===== src/hdl/nbs_pkg.sv =====
package nbs_pkg;

  // Field widths fixed by the item format
  localparam int PIXEL_W = 8;
  localparam int SUM_W   = 12;
  localparam int ROW_W   = 10;
  localparam int COL_W   = 6;
  localparam int FW_W    = 7;
  localparam int CFG_W   = 10;
  localparam int NSLOT   = 4;

  localparam int DEF_MAX_COLS = 64;

  // Register indexes on the configuration port
  typedef enum logic [0:0] {
    REG_FRAME_WIDTH  = 1'b0,
    REG_FRAME_HEIGHT = 1'b1
  } reg_idx_t;

  localparam logic [FW_W-1:0]  FRAME_WIDTH_RST  = FW_W'(10);
  localparam logic [ROW_W-1:0] FRAME_HEIGHT_RST = ROW_W'(10);

  // Position flags of one pixel within the frame
  typedef struct packed {
    logic has_up;    // row >= 1
    logic has_up2;   // row >= 2
    logic has_left;  // col >= 1
    logic last_col;
    logic last_row;
  } pos_flags_t;

endpackage


===== src/hdl/neighborhood_sum_3x3_unit.sv =====
// 3x3 neighborhood sum over a raster-order pixel stream, zero padded at the
// frame border.
// Input channel s_axis: one 8-bit pixel per item. Output channel m_axis: one
// window sum per item with its row and column; tlast marks the last result
// caused by one pixel, tuser marks the final result of the frame.
// The sum for pixel (r-1,c-1) follows pixel (r,c); the last column and the
// last row add extra results, so one pixel causes 0 to 4 results.
// Configuration port: cfg_index 0 writes frame_width, 1 writes frame_height;
// cfg_ready is always high; write only while the block is idle.
// A pixel passes the line store read, then the window update into the result
// register, from which its first result is offered.
// Throughput: one pixel per cycle while each causes at most one result and
// m_axis does not stall; a pixel with several results holds the input until
// its last is taken; the result register hands out one result per cycle while m_axis is ready.
// Reset clears the counters, window and result register; the line stores are
// not cleared and need no clearing pass, rows above the frame read as zero.
// When m_axis stalls, the result register holds and the input stops after
// the one pixel waiting at the line store output.
module neighborhood_sum_3x3_unit #(
  parameter int MAX_COLS = nbs_pkg::DEF_MAX_COLS
) (
  input  logic        clk,
  input  logic        rst,
  input  logic        cfg_valid,
  output logic        cfg_ready,
  input  logic [0:0]  cfg_index,
  input  logic [9:0]  cfg_data,
  input  logic        s_axis_tvalid,
  output logic        s_axis_tready,
  input  logic [7:0]  s_axis_tdata,    // [7:0] pixel
  output logic        m_axis_tvalid,
  input  logic        m_axis_tready,
  output logic [31:0] m_axis_tdata,    // [11:0] window_sum, [21:12] out_row, [27:22] out_col
  output logic        m_axis_tlast,    // run_last
  output logic        m_axis_tuser     // [0] frame_end
);

  localparam int ADDR_W = $clog2(MAX_COLS);
  localparam int CMP_W  = (ADDR_W > nbs_pkg::FW_W ? ADDR_W : nbs_pkg::FW_W) + 1;
  localparam int PW     = nbs_pkg::PIXEL_W;
  localparam int RW     = nbs_pkg::ROW_W;

  logic [nbs_pkg::FW_W-1:0] frame_width;
  logic [RW-1:0]            frame_height;
  logic [ADDR_W-1:0]        col;
  logic [RW-1:0]            row;

  logic [CMP_W-1:0]         w_ext;
  logic [CMP_W-1:0]         w_eff;
  logic [RW:0]              h_eff;
  nbs_pkg::pos_flags_t      flags;
  logic                     accept;

  logic                     s2_valid;
  logic [PW-1:0]            s2_px;
  logic [ADDR_W-1:0]        s2_col;
  logic [RW-1:0]            s2_row;
  nbs_pkg::pos_flags_t      s2_flags;
  logic                     s2_fwd;
  logic [PW-1:0]            s2_fwd_old;
  logic [PW-1:0]            s2_fwd_new;
  logic                     s2_adv;

  logic [2*PW-1:0]          rd_data;
  logic [PW-1:0]            raw_old;
  logic [PW-1:0]            raw_new;
  logic [PW-1:0]            up1;
  logic [PW-1:0]            up2;
  logic [nbs_pkg::SUM_W-1:0] sums [nbs_pkg::NSLOT];
  logic                     em_free;
  logic [nbs_pkg::SUM_W-1:0] out_sum;
  logic [RW-1:0]            out_row;
  logic [nbs_pkg::COL_W-1:0] out_col;

  // Configuration registers
  assign cfg_ready = 1'b1;

  always_ff @(posedge clk) begin
    if (rst) begin
      frame_width  <= nbs_pkg::FRAME_WIDTH_RST;
      frame_height <= nbs_pkg::FRAME_HEIGHT_RST;
    end else if (cfg_valid && cfg_ready) begin
      case (cfg_index)
        nbs_pkg::REG_FRAME_WIDTH:  frame_width  <= cfg_data[nbs_pkg::FW_W-1:0];
        nbs_pkg::REG_FRAME_HEIGHT: frame_height <= cfg_data;
        default: ;
      endcase
    end
  end

  // Effective frame size: zero acts as one, width capped at the line depth
  always_comb begin
    w_ext = CMP_W'(frame_width);
    if (w_ext == '0) begin
      w_eff = CMP_W'(1);
    end else if (w_ext > CMP_W'(MAX_COLS)) begin
      w_eff = CMP_W'(MAX_COLS);
    end else begin
      w_eff = w_ext;
    end
    h_eff = (frame_height == '0) ? (RW + 1)'(1) : {1'b0, frame_height};
  end

  // Position of the incoming pixel
  assign flags.has_up   = (row != '0);
  assign flags.has_up2  = (row > RW'(1));
  assign flags.has_left = (col != '0);
  assign flags.last_col = (CMP_W'(col) + CMP_W'(1) >= w_eff);
  assign flags.last_row = ((RW + 1)'(row) + (RW + 1)'(1) >= h_eff);

  assign s_axis_tready = !s2_valid || s2_adv;
  assign accept        = s_axis_tvalid & s_axis_tready;

  // Advance the raster counters per taken item
  always_ff @(posedge clk) begin
    if (rst) begin
      col <= '0;
      row <= '0;
    end else if (accept) begin
      if (flags.last_col) begin
        col <= '0;
        row <= flags.last_row ? '0 : row + RW'(1);
      end else begin
        col <= col + ADDR_W'(1);
      end
    end
  end

  // Line store: read at accept, write back when the item leaves stage 2
  nbs_line_store #(
    .MAX_COLS (MAX_COLS)
  ) u_line_store (
    .clk     (clk),
    .rd_en   (accept),
    .rd_addr (col),
    .rd_data (rd_data),
    .wr_en   (s2_adv),
    .wr_addr (s2_col),
    .wr_data ({raw_new, s2_px})
  );

  // Take forwarded data when the previous item wrote this column on the read edge
  assign raw_old = s2_fwd ? s2_fwd_old : rd_data[2*PW-1:PW];
  assign raw_new = s2_fwd ? s2_fwd_new : rd_data[PW-1:0];
  assign up2     = s2_flags.has_up2 ? raw_old : '0;
  assign up1     = s2_flags.has_up  ? raw_new : '0;

  assign s2_adv = s2_valid & em_free;

  // Stage 2 control and payload
  always_ff @(posedge clk) begin
    if (rst) begin
      s2_valid <= 1'b0;
    end else if (accept) begin
      s2_valid <= 1'b1;
    end else if (s2_adv) begin
      s2_valid <= 1'b0;
    end
  end

  always_ff @(posedge clk) begin
    if (accept) begin
      s2_px      <= s_axis_tdata;
      s2_col     <= col;
      s2_row     <= row;
      s2_flags   <= flags;
      s2_fwd     <= s2_adv && (s2_col == col);
      s2_fwd_old <= raw_new;
      s2_fwd_new <= s2_px;
    end
  end

  nbs_window u_window (
    .clk     (clk),
    .rst     (rst),
    .advance (s2_adv),
    .clear   (!s2_flags.has_left),
    .up2     (up2),
    .up1     (up1),
    .px      (s2_px),
    .sums    (sums)
  );

  nbs_emit u_emit (
    .clk           (clk),
    .rst           (rst),
    .load          (s2_adv),
    .sums          (sums),
    .row           (s2_row),
    .col           (nbs_pkg::COL_W'(s2_col)),
    .flags         (s2_flags),
    .free          (em_free),
    .out_valid     (m_axis_tvalid),
    .out_ready     (m_axis_tready),
    .out_sum       (out_sum),
    .out_row       (out_row),
    .out_col       (out_col),
    .out_last      (m_axis_tlast),
    .out_frame_end (m_axis_tuser)
  );

  assign m_axis_tdata = {4'b0, out_col, out_row, out_sum};

endmodule


===== src/hdl/nbs_line_store.sv =====
module nbs_line_store #(
  parameter int MAX_COLS = nbs_pkg::DEF_MAX_COLS
) (
  input  logic                               clk,
  input  logic                               rd_en,
  input  logic [$clog2(MAX_COLS)-1:0]        rd_addr,
  output logic [2*nbs_pkg::PIXEL_W-1:0]      rd_data,
  input  logic                               wr_en,
  input  logic [$clog2(MAX_COLS)-1:0]        wr_addr,
  input  logic [2*nbs_pkg::PIXEL_W-1:0]      wr_data
);

  // Both line stores share one entry per column: {older row, newer row}
  logic [2*nbs_pkg::PIXEL_W-1:0] mem [MAX_COLS];

  // Write port
  always_ff @(posedge clk) begin
    if (wr_en) begin
      mem[wr_addr] <= wr_data;
    end
  end

  // Registered read port, old data on a same-edge write
  always_ff @(posedge clk) begin
    if (rd_en) begin
      rd_data <= mem[rd_addr];
    end
  end

endmodule


===== src/hdl/nbs_window.sv =====
module nbs_window (
  input  logic                          clk,
  input  logic                          rst,
  input  logic                          advance,
  input  logic                          clear,
  input  logic [nbs_pkg::PIXEL_W-1:0]   up2,
  input  logic [nbs_pkg::PIXEL_W-1:0]   up1,
  input  logic [nbs_pkg::PIXEL_W-1:0]   px,
  output logic [nbs_pkg::SUM_W-1:0]     sums [nbs_pkg::NSLOT]
);

  logic [nbs_pkg::PIXEL_W-1:0] win      [3][3];
  logic [nbs_pkg::PIXEL_W-1:0] win_next [3][3];
  logic [nbs_pkg::SUM_W-1:0]   col_full [3];
  logic [nbs_pkg::SUM_W-1:0]   col_low  [3];

  // Shift the window left, clear at the start of a row, load the new column
  always_comb begin
    for (int i = 0; i < 3; i++) begin
      win_next[i][0] = clear ? '0 : win[i][1];
      win_next[i][1] = clear ? '0 : win[i][2];
    end
    win_next[0][2] = up2;
    win_next[1][2] = up1;
    win_next[2][2] = px;
  end

  // Column sums over all three rows and over the lower two rows
  always_comb begin
    for (int j = 0; j < 3; j++) begin
      col_low[j]  = nbs_pkg::SUM_W'(win_next[1][j]) + nbs_pkg::SUM_W'(win_next[2][j]);
      col_full[j] = col_low[j] + nbs_pkg::SUM_W'(win_next[0][j]);
    end
  end

  // One sum per result slot, in raster order of the results
  assign sums[0] = col_full[0] + col_full[1] + col_full[2];
  assign sums[1] = col_full[1] + col_full[2];
  assign sums[2] = col_low[0] + col_low[1] + col_low[2];
  assign sums[3] = col_low[1] + col_low[2];

  // Hold the window between items
  always_ff @(posedge clk) begin
    if (rst) begin
      for (int i = 0; i < 3; i++) begin
        for (int j = 0; j < 3; j++) begin
          win[i][j] <= '0;
        end
      end
    end else if (advance) begin
      win <= win_next;
    end
  end

endmodule


===== src/hdl/nbs_emit.sv =====
module nbs_emit (
  input  logic                          clk,
  input  logic                          rst,
  input  logic                          load,
  input  logic [nbs_pkg::SUM_W-1:0]     sums [nbs_pkg::NSLOT],
  input  logic [nbs_pkg::ROW_W-1:0]     row,
  input  logic [nbs_pkg::COL_W-1:0]     col,
  input  nbs_pkg::pos_flags_t           flags,
  output logic                          free,
  output logic                          out_valid,
  input  logic                          out_ready,
  output logic [nbs_pkg::SUM_W-1:0]     out_sum,
  output logic [nbs_pkg::ROW_W-1:0]     out_row,
  output logic [nbs_pkg::COL_W-1:0]     out_col,
  output logic                          out_last,
  output logic                          out_frame_end
);

  logic [nbs_pkg::NSLOT-1:0] mask_in;
  logic [nbs_pkg::NSLOT-1:0] mask;
  logic [nbs_pkg::SUM_W-1:0] sum_q [nbs_pkg::NSLOT];
  logic [nbs_pkg::ROW_W-1:0] row_q;
  logic [nbs_pkg::COL_W-1:0] col_q;
  logic                      fend_q;
  logic [1:0]                sel;
  logic                      single;
  logic                      take;

  // Results an item causes: two for the row above, two for its own row
  assign mask_in = {flags.last_row & flags.last_col,
                    flags.last_row & flags.has_left,
                    flags.has_up   & flags.last_col,
                    flags.has_up   & flags.has_left};

  // Pick the lowest pending slot
  always_comb begin
    sel = 2'd3;
    for (int k = nbs_pkg::NSLOT - 1; k >= 0; k--) begin
      if (mask[k]) begin
        sel = 2'(k);
      end
    end
  end

  assign single = ((mask & (mask - nbs_pkg::NSLOT'(1))) == '0);
  assign take   = out_valid & out_ready;
  assign free   = !out_valid || (out_ready && single);

  assign out_sum       = sum_q[sel];
  assign out_row       = sel[1] ? row_q : row_q - nbs_pkg::ROW_W'(1);
  assign out_col       = sel[0] ? col_q : col_q - nbs_pkg::COL_W'(1);
  assign out_last      = single;
  assign out_frame_end = single & fend_q;

  // Hold results, drop each slot as it is taken
  always_ff @(posedge clk) begin
    if (rst) begin
      out_valid <= 1'b0;
      mask      <= '0;
    end else if (load) begin
      out_valid <= |mask_in;
      mask      <= mask_in;
    end else if (take) begin
      mask <= mask & (mask - nbs_pkg::NSLOT'(1));
      if (single) begin
        out_valid <= 1'b0;
      end
    end
  end

  // Payload of the loaded item
  always_ff @(posedge clk) begin
    if (load) begin
      sum_q  <= sums;
      row_q  <= row;
      col_q  <= col;
      fend_q <= flags.last_row & flags.last_col;
    end
  end

endmodule


===== config.mk =====
export PLATFORM = sky130hd
export DESIGN_NAME = neighborhood_sum_3x3_unit
export DESIGN_NICKNAME = d
export VERILOG_FILES = /design/src/hdl/nbs_pkg.sv /design/src/hdl/neighborhood_sum_3x3_unit.sv /design/src/hdl/nbs_line_store.sv /design/src/hdl/nbs_window.sv /design/src/hdl/nbs_emit.sv
export SDC_FILE = /design/constraint.sdc
export NUM_CORES = 2
export LEC_CHECK = 0
export ABC_CLOCK_PERIOD_IN_PS = 8100
export BUFFER_PORTS_ARGS = -buffer_cell sky130_fd_sc_hd__buf_2
export CORE_MARGIN = 8
export CORE_UTILIZATION = 60
export CTS_CLUSTER_DIAMETER = 30
export DETAILED_ROUTE_END_ITERATION = 8
export PLACE_DENSITY_LB_ADDON = 0.15
export REMOVE_ABC_BUFFERS = 1
export SYNTH_ARGS = -nofsm -noshare
export SYNTH_HDL_FRONTEND = slang
export SYNTH_HIERARCHICAL = 1
export SYNTH_SLANG_ARGS = --single-unit

===== constraint.sdc =====
create_clock -name clk -period 8.1 [get_ports clk]
set_input_delay 1.62 -clock clk [delete_from_list [all_inputs] [get_ports clk]]
set_output_delay 1.62 -clock clk [all_outputs]
set_load 0.05 [all_outputs]

* Word level (Yosys, flattened, before mapping)
Memory sizes are Yosys's and may differ from the RTL's. A register that Yosys moved wholly into a read port is not among the register bits. Index checks and enable logic that the tools add are counted.
Word-level totals: register bits 198, memory bits (writable) 1024, bits in latches 0, memories kept 1, memory bits (read-only) 0
Operators by class: equal/unequal tests 1, divide/modulo/power cells 0, bitwise logic cells 11, shift operators 0, mux-type cells 32, add/sub/neg operators 19, order comparisons 5, $mul 0, reduce and logical (&&, ||, !) cells 19
Memory list:
- u_line_store.mem | words 64, width 16, read ports 1, clocked after Yosys merged registers in 1, write ports 1, RTL line nbs_line_store.sv:14 | logic [2*nbs_pkg::PIXEL_W-1:0] mem [MAX_COLS];
Operators with widths (count):
- $mux W8 | 10
- $add A12 B12 Y12 | 6
- $add A12 B8 Y12 | 3
- $mux W10 | 3
- $add A8 B8 Y9 | 3
- $bmux W12 S2 | 1
- $mux W12 | 2
- $mux W7 | 2
- $mux W6 | 2
- $add A10 B1 Y11 const B | 1
- $ge A11 B10 Y1 | 1
- $add A10 B1 Y10 const B | 1
- $gt A10 B1 Y1 const B | 1
- $logic_not A10 Y1 | 1
- $reduce_bool A10 Y1 | 1
- $sub A10 B1 Y10 const B | 1
- $and A1 B1 Y1 | 8
- $ge A7 B8 Y1 | 1
- $mux W1 | 8
- $mux W4 | 2
- $reduce_and A2 Y1 | 4
- $add A6 B1 Y7 const B | 1
- $gt A7 B7 Y1 const B | 1
- $logic_not A7 Y1 | 1
- other kinds (16) | 22

* Longest topological paths before layout
word-level depth 9, mapped depth 26

* By module
The synthesis kept the hierarchy.
Modules (own cells, without submodules):
- nbs_line_store | sequential area each 31230.0 um^2, cells each 1829, area each 40202.3 um^2, times used 1
- nbs_window | sequential area each 960.9 um^2, cells each 690, area each 5880.6 um^2, times used 1
- neighborhood_sum_3x3_unit | sequential area each 2062.0 um^2, cells each 377, area each 3918.8 um^2, times used 1
- nbs_emit | sequential area each 2052.0 um^2, cells each 187, area each 2885.3 um^2, times used 1

* Least setup slack after synthesis
Ideal clock, no wire load.
path type reg2reg, start point register s2_flags[2] in the netlist's numbering, end point register u_emit/sum_q[46] in the netlist's numbering, data pin, buffers on the path 2, arrival 5.784 ns, clock period less this slack 6.045 ns, stages on the path, launching flop included 25, path slack 2.055 ns, path through edfxtp_1 inv_1 clkbuf_1 clkbuf_1 nor2b_1 ha_1 fa_1 a21o_1 a21oi_1 xnor2_1 ha_1 nor2b_1 and4b_4 nor3_4 nor2_1 o21a_1 nor2_1 xor2_1 fa_1 fa_1 inv_1 ha_1 a21o_1 nor4_1 a311o_1
RTL lines:
- start, declared | RTL line neighborhood_sum_3x3_unit.sv:58 | nbs_pkg::pos_flags_t s2_flags;
- start signal, assigned | RTL line neighborhood_sum_3x3_unit.sv:166 | s2_flags <= flags;
- end signal, assigned | RTL line nbs_emit.sv:74 | sum_q <= sums;
- end, declared | RTL line nbs_emit.sv:21 | logic [nbs_pkg::SUM_W-1:0] sum_q [nbs_pkg::NSLOT];

==> flow_metrics.tcl <==
set metrics [dict create \
    combinational_family_with_the_most_area_after_synthesis "multiplexers" \
    seq_area_frac_synth 0.6865 \
    drt-wirelength-per-cell_um 27.15 \
    antenna_found_initial 3 \
    post_cts_resize_count 0 \
    grt_setup_unrepaired "false" \
    worst_r2r_startpoint "s2_flags[2]" \
    finalClockSkew_ps 50.33 \
    detailedRoute.firstIterationViolations 3051 \
    flow.area_growth_from_synthesis_pct 16.86 \
    post_synth_num_cell_types 96 \
    synth_simple_gate_area_share 0.05531 \
    share_comb_of_total_power 0.085 \
    grt_overflow 0 \
    power.static_leakage_nw 21.00 \
    initial_core_util 0.6022 \
    finalCriticalPeriod_ps 6575 \
    place_congestion 0.8827 \
    finalMaxSlewViolations 0 \
    cts-root-to-sink-buffers 3 \
    synth.most_common_cell "edfxtp_1" \
    post-route-worst-setup-slack_ps 1525 \
    fraction_of_the_mapped_netlist_area_in_compound_gates 0.04817 \
    hold_buffers 0 \
    highest_clock_frequency_the_design_can_meet_mhz 152.1 \
    clockPowerShare 0.506 \
    synth_enable_flop_cells 1151 \
    post_synth_inst_count 3083 \
    number_of_logic_stages_on_the_critical_path_including_buffering 22 \
    timing.hold.worst.class "reg2reg" \
    power.sequential.fraction 0.410 \
    setup.worst_path.end_class "flop" \
    die_height_um 312.9 \
    core_area_um2 87830 \
    cts_made_buffers 210 \
    r2r_slack_ps 1530 \
    ys.flop_type "edfxtp_1" \
    worst_pin_slew_ps 1157 \
    synth_area_um2 52890 \
    vias_per_cell 6.302 \
    synth_top_cell_by_area "edfxtp_1" \
    floorplan.io_pins 61 \
    final_core_util 0.7037 \
    detailed_place.area_um2 54410 \
    wl_um 126000 \
    crit_type "reg2reg" \
    asyncSetResetFlopFracSynth 0 \
    worstReg2RegEnd "u_emit/sum_q[46]" \
    grt_pass1_wl_um 187000 \
    final_cell_area_um2 61800 \
    dpl_worst_slack_ps 1511 \
    max_stage_delay_ps 540 \
    netSwitchingPower_w 0.004229 \
    count_of_synthesis_stage_warnings_from_yosys 6 \
    routed-via-count 29260 \
    r2r.worst_path.cells 22 \
    report.final.setup_viol 0 \
    num-fill-cells 5410 \
    setup.worst_path.end "u_emit/sum_q[46]" \
    internal_power_w 0.01352 \
    later_pin_clock_latency_in_the_skew_report_ps 800 \
    swShare 0.2383 \
    ff_latch_area_um2 36320 \
    worstPathArrival_ps 7080 \
    multiInputGateArea_um2 15280 \
    final_min_period_over_clock_period 0.8117 \
    grt_pass1_vias 29880 \
    setup-tns-final_ps 0 \
    std_cell_rows 109 \
    die-area_um2 97900 \
    ir_drop_uv 231.9 \
    synth.avg_cell_area_um2 17.15 \
    portBuffers 55 \
    netlist_top_cells_area "edfxtp_1 65%, mux4_2 9.4%, dfxtp_1 3.3%" \
    cells_along_the_critical_path "inv_1 > nor2b_1 > ha_1 > fa_1 > a21o_1 > a21oi_1 > xnor2_1 > ha_1 > nor2b_1 > and4b_4 > nor3_4 > nor2_1 > o21a_1 > nor2_1 > xor2_1 > fa_1 > fa_1 > inv_1 > ha_1 > a21o_1 > nor4_1 > a311o_1" \
    groute.usage.overall 0.2544 \
    synth_top_cells_by_count "1151 x edfxtp_1, 220 x mux4_2, 166 x nor2_1, 142 x mux2i_1, 142 x nand2_1" \
    synth-xor-area-share 0.01670 \
    clock_sinks 1238 \
    clock_tree.htree_level_count 4 \
    critical_path.max_fanout 20 \
    die_w_um 312.9 \
    timing.critical_path.buf_inv 2 \
    ant_nets 0 \
    drcViolationCount 0 \
    drv.max_cap_violation_count 0 \
    fin_hold_ws_ps 416.5 \
    critical_path.startpoint "s2_flags[2]" \
    hold_violations 0 \
    power-per-cell-area_nw_per_um2 287.2 \
    clk_transition_reported_paths_ps 50 \
    cpMaxStageDelayCell "inv_1" \
    cts.root.buffer_cell "clkbuf_16" \
    outcome "finished clean" \
    path_delay_family "adder cells" \
    final_layout_size_suffix_gt1_frac 0.2348 \
    relative_slew_slack 0.2269 \
    synth-adder-area-share 0.03707 \
    cts_tree "built" \
    critical_path.startpoint_type "flop" \
    grt_start_max_net_pins 119 \
    cp_data_required_time_ps 8600 \
    final_net_count 3447 \
    first_pass_iters 5 \
    postSynthRegisterBits 1238 \
    synth_mux_area_frac 0.1300 \
    place.detailed.hpwl_um 74020 \
    cts_setup_buffers 0 \
    synth.top_cell.area_share 0.6535 \
]
==> stage by stage <==
step | power (W) | cells
after floorplan | 0.008564 | 2938
after global placement | 0.008839 | 4241
after detailed placement | 0.008886 | 4241
after CTS | 0.01786 | 4641
after global routing | 0.01826 | 4641
final | 0.01775 | 4642
==> cells by family after synthesis <==
| logic type | after synthesis |
|---|---|
| simple gates | 584 |
| compound gates | 360 |
| mux | 401 |
| xor+xnor | 100 |
| fa+ha+maj | 139 |
| flops | 1238 |
| other cells | 3 |
| buf+inv | 258 |
==> placed cells by master (no fill, tap or decap), types with 12 or more instances in the layout <==
master	count
clkinvlp_4	26
nand3_1	49
nor2b_1	96
ha_1	105
mux4_2	220
a22oi_1	39
nor2_2	18
inv_6	17
buf_4	80
dfxtp_1	83
and2_1	16
xor2_1	35
a221oi_1	18
inv_1	104
nor3_1	12
nand4_1	17
fa_1	30
nor2_1	150
clkinv_2	35
xnor2_1	64
bufinv_16	27
buf_2	54
o22ai_1	14
a21oi_1	99
nand2_1	142
clkbuf_1	21
clkbuf_16	213
o21bai_1	12
a31oi_1	15
edfxtp_1	1151
mux2_2	35
clkinv_1	28
mux2i_1	142
o21ai_0	34
clkinv_4	15
a21o_1	24
nand2b_1	23
==> layer usage <==
| metal | share of wire | track usage | wire length (µm) |
|---|---|---|---|
| met1 | 0.39 | 0.3396 | 49520 |
| met2 | 0.49 | 0.4147 | 61330 |
| met3 | 0.085 | 0.05308 | 10680 |
| met4 | 0.036 | 0.09634 | 4499 |
| met5 | 0 | 0 | 0 |
==> sequential cells by signal (all words and copies together), names as in the netlist, 4 cells and up <==
| signal | flops |
|---|---|
| col | 6 |
| frame_height | 10 |
| frame_width | 7 |
| row | 10 |
| s2_col | 6 |
| s2_flags | 5 |
| s2_fwd_new | 8 |
| s2_fwd_old | 8 |
| s2_px | 8 |
| s2_row | 10 |
| u_emit/col_q | 6 |
| u_emit/mask | 4 |
| u_emit/row_q | 10 |
| u_emit/sum_q | 48 |
| u_line_store/mem | 1024 |
| u_line_store/rd_data | 16 |
| u_window/win | 48 |
==> layout make-up <==
type                    instances  share of cell area
clock buffers                 236             0.08796
well taps                    1165             0.02359
repair buffers                138             0.01539
multi-input cells            1593              0.2473
diodes                          1          0.00004049
flip-flops and latches       1238              0.5876
clock inverters               164             0.03164
inverters                     107            0.006499
==> power groups by stage <==
stage / Sequential [W] / Combinational (W) / Clock [W]
after global placement: 0.00739 / 0.00145 / 0
after detailed placement: 0.00739 / 0.00149 / 0
after CTS: 0.00727 / 0.00151 / 0.00908
after floorplan: 0.00744 / 0.00112 / 0
final: 0.00727 / 0.00151 / 0.00897
after global routing: 0.00727 / 0.00164 / 0.00935
==> how the worst min path moves through the flow <==
| stage | start | end | slack [ps] | depth (start not counted) |
|---|---|---|---|---|
| finish | s2_row[1] | u_emit/row_q[1] | 420 | 0 |
| global route | s2_row[1] | u_emit/row_q[1] | 430 | 0 |
| CTS | s2_row[5] | u_emit/row_q[5] | 420 | 0 |
| detailed placement | s2_row[1] | u_emit/row_q[1] | 400 | 0 |
| global placement | s2_row[9] | u_emit/row_q[9] | 410 | 0 |
| floorplan | s2_row[0] | u_emit/row_q[0] | 400 | 0 |
Note: power is estimated with default switching activity, not from simulation.
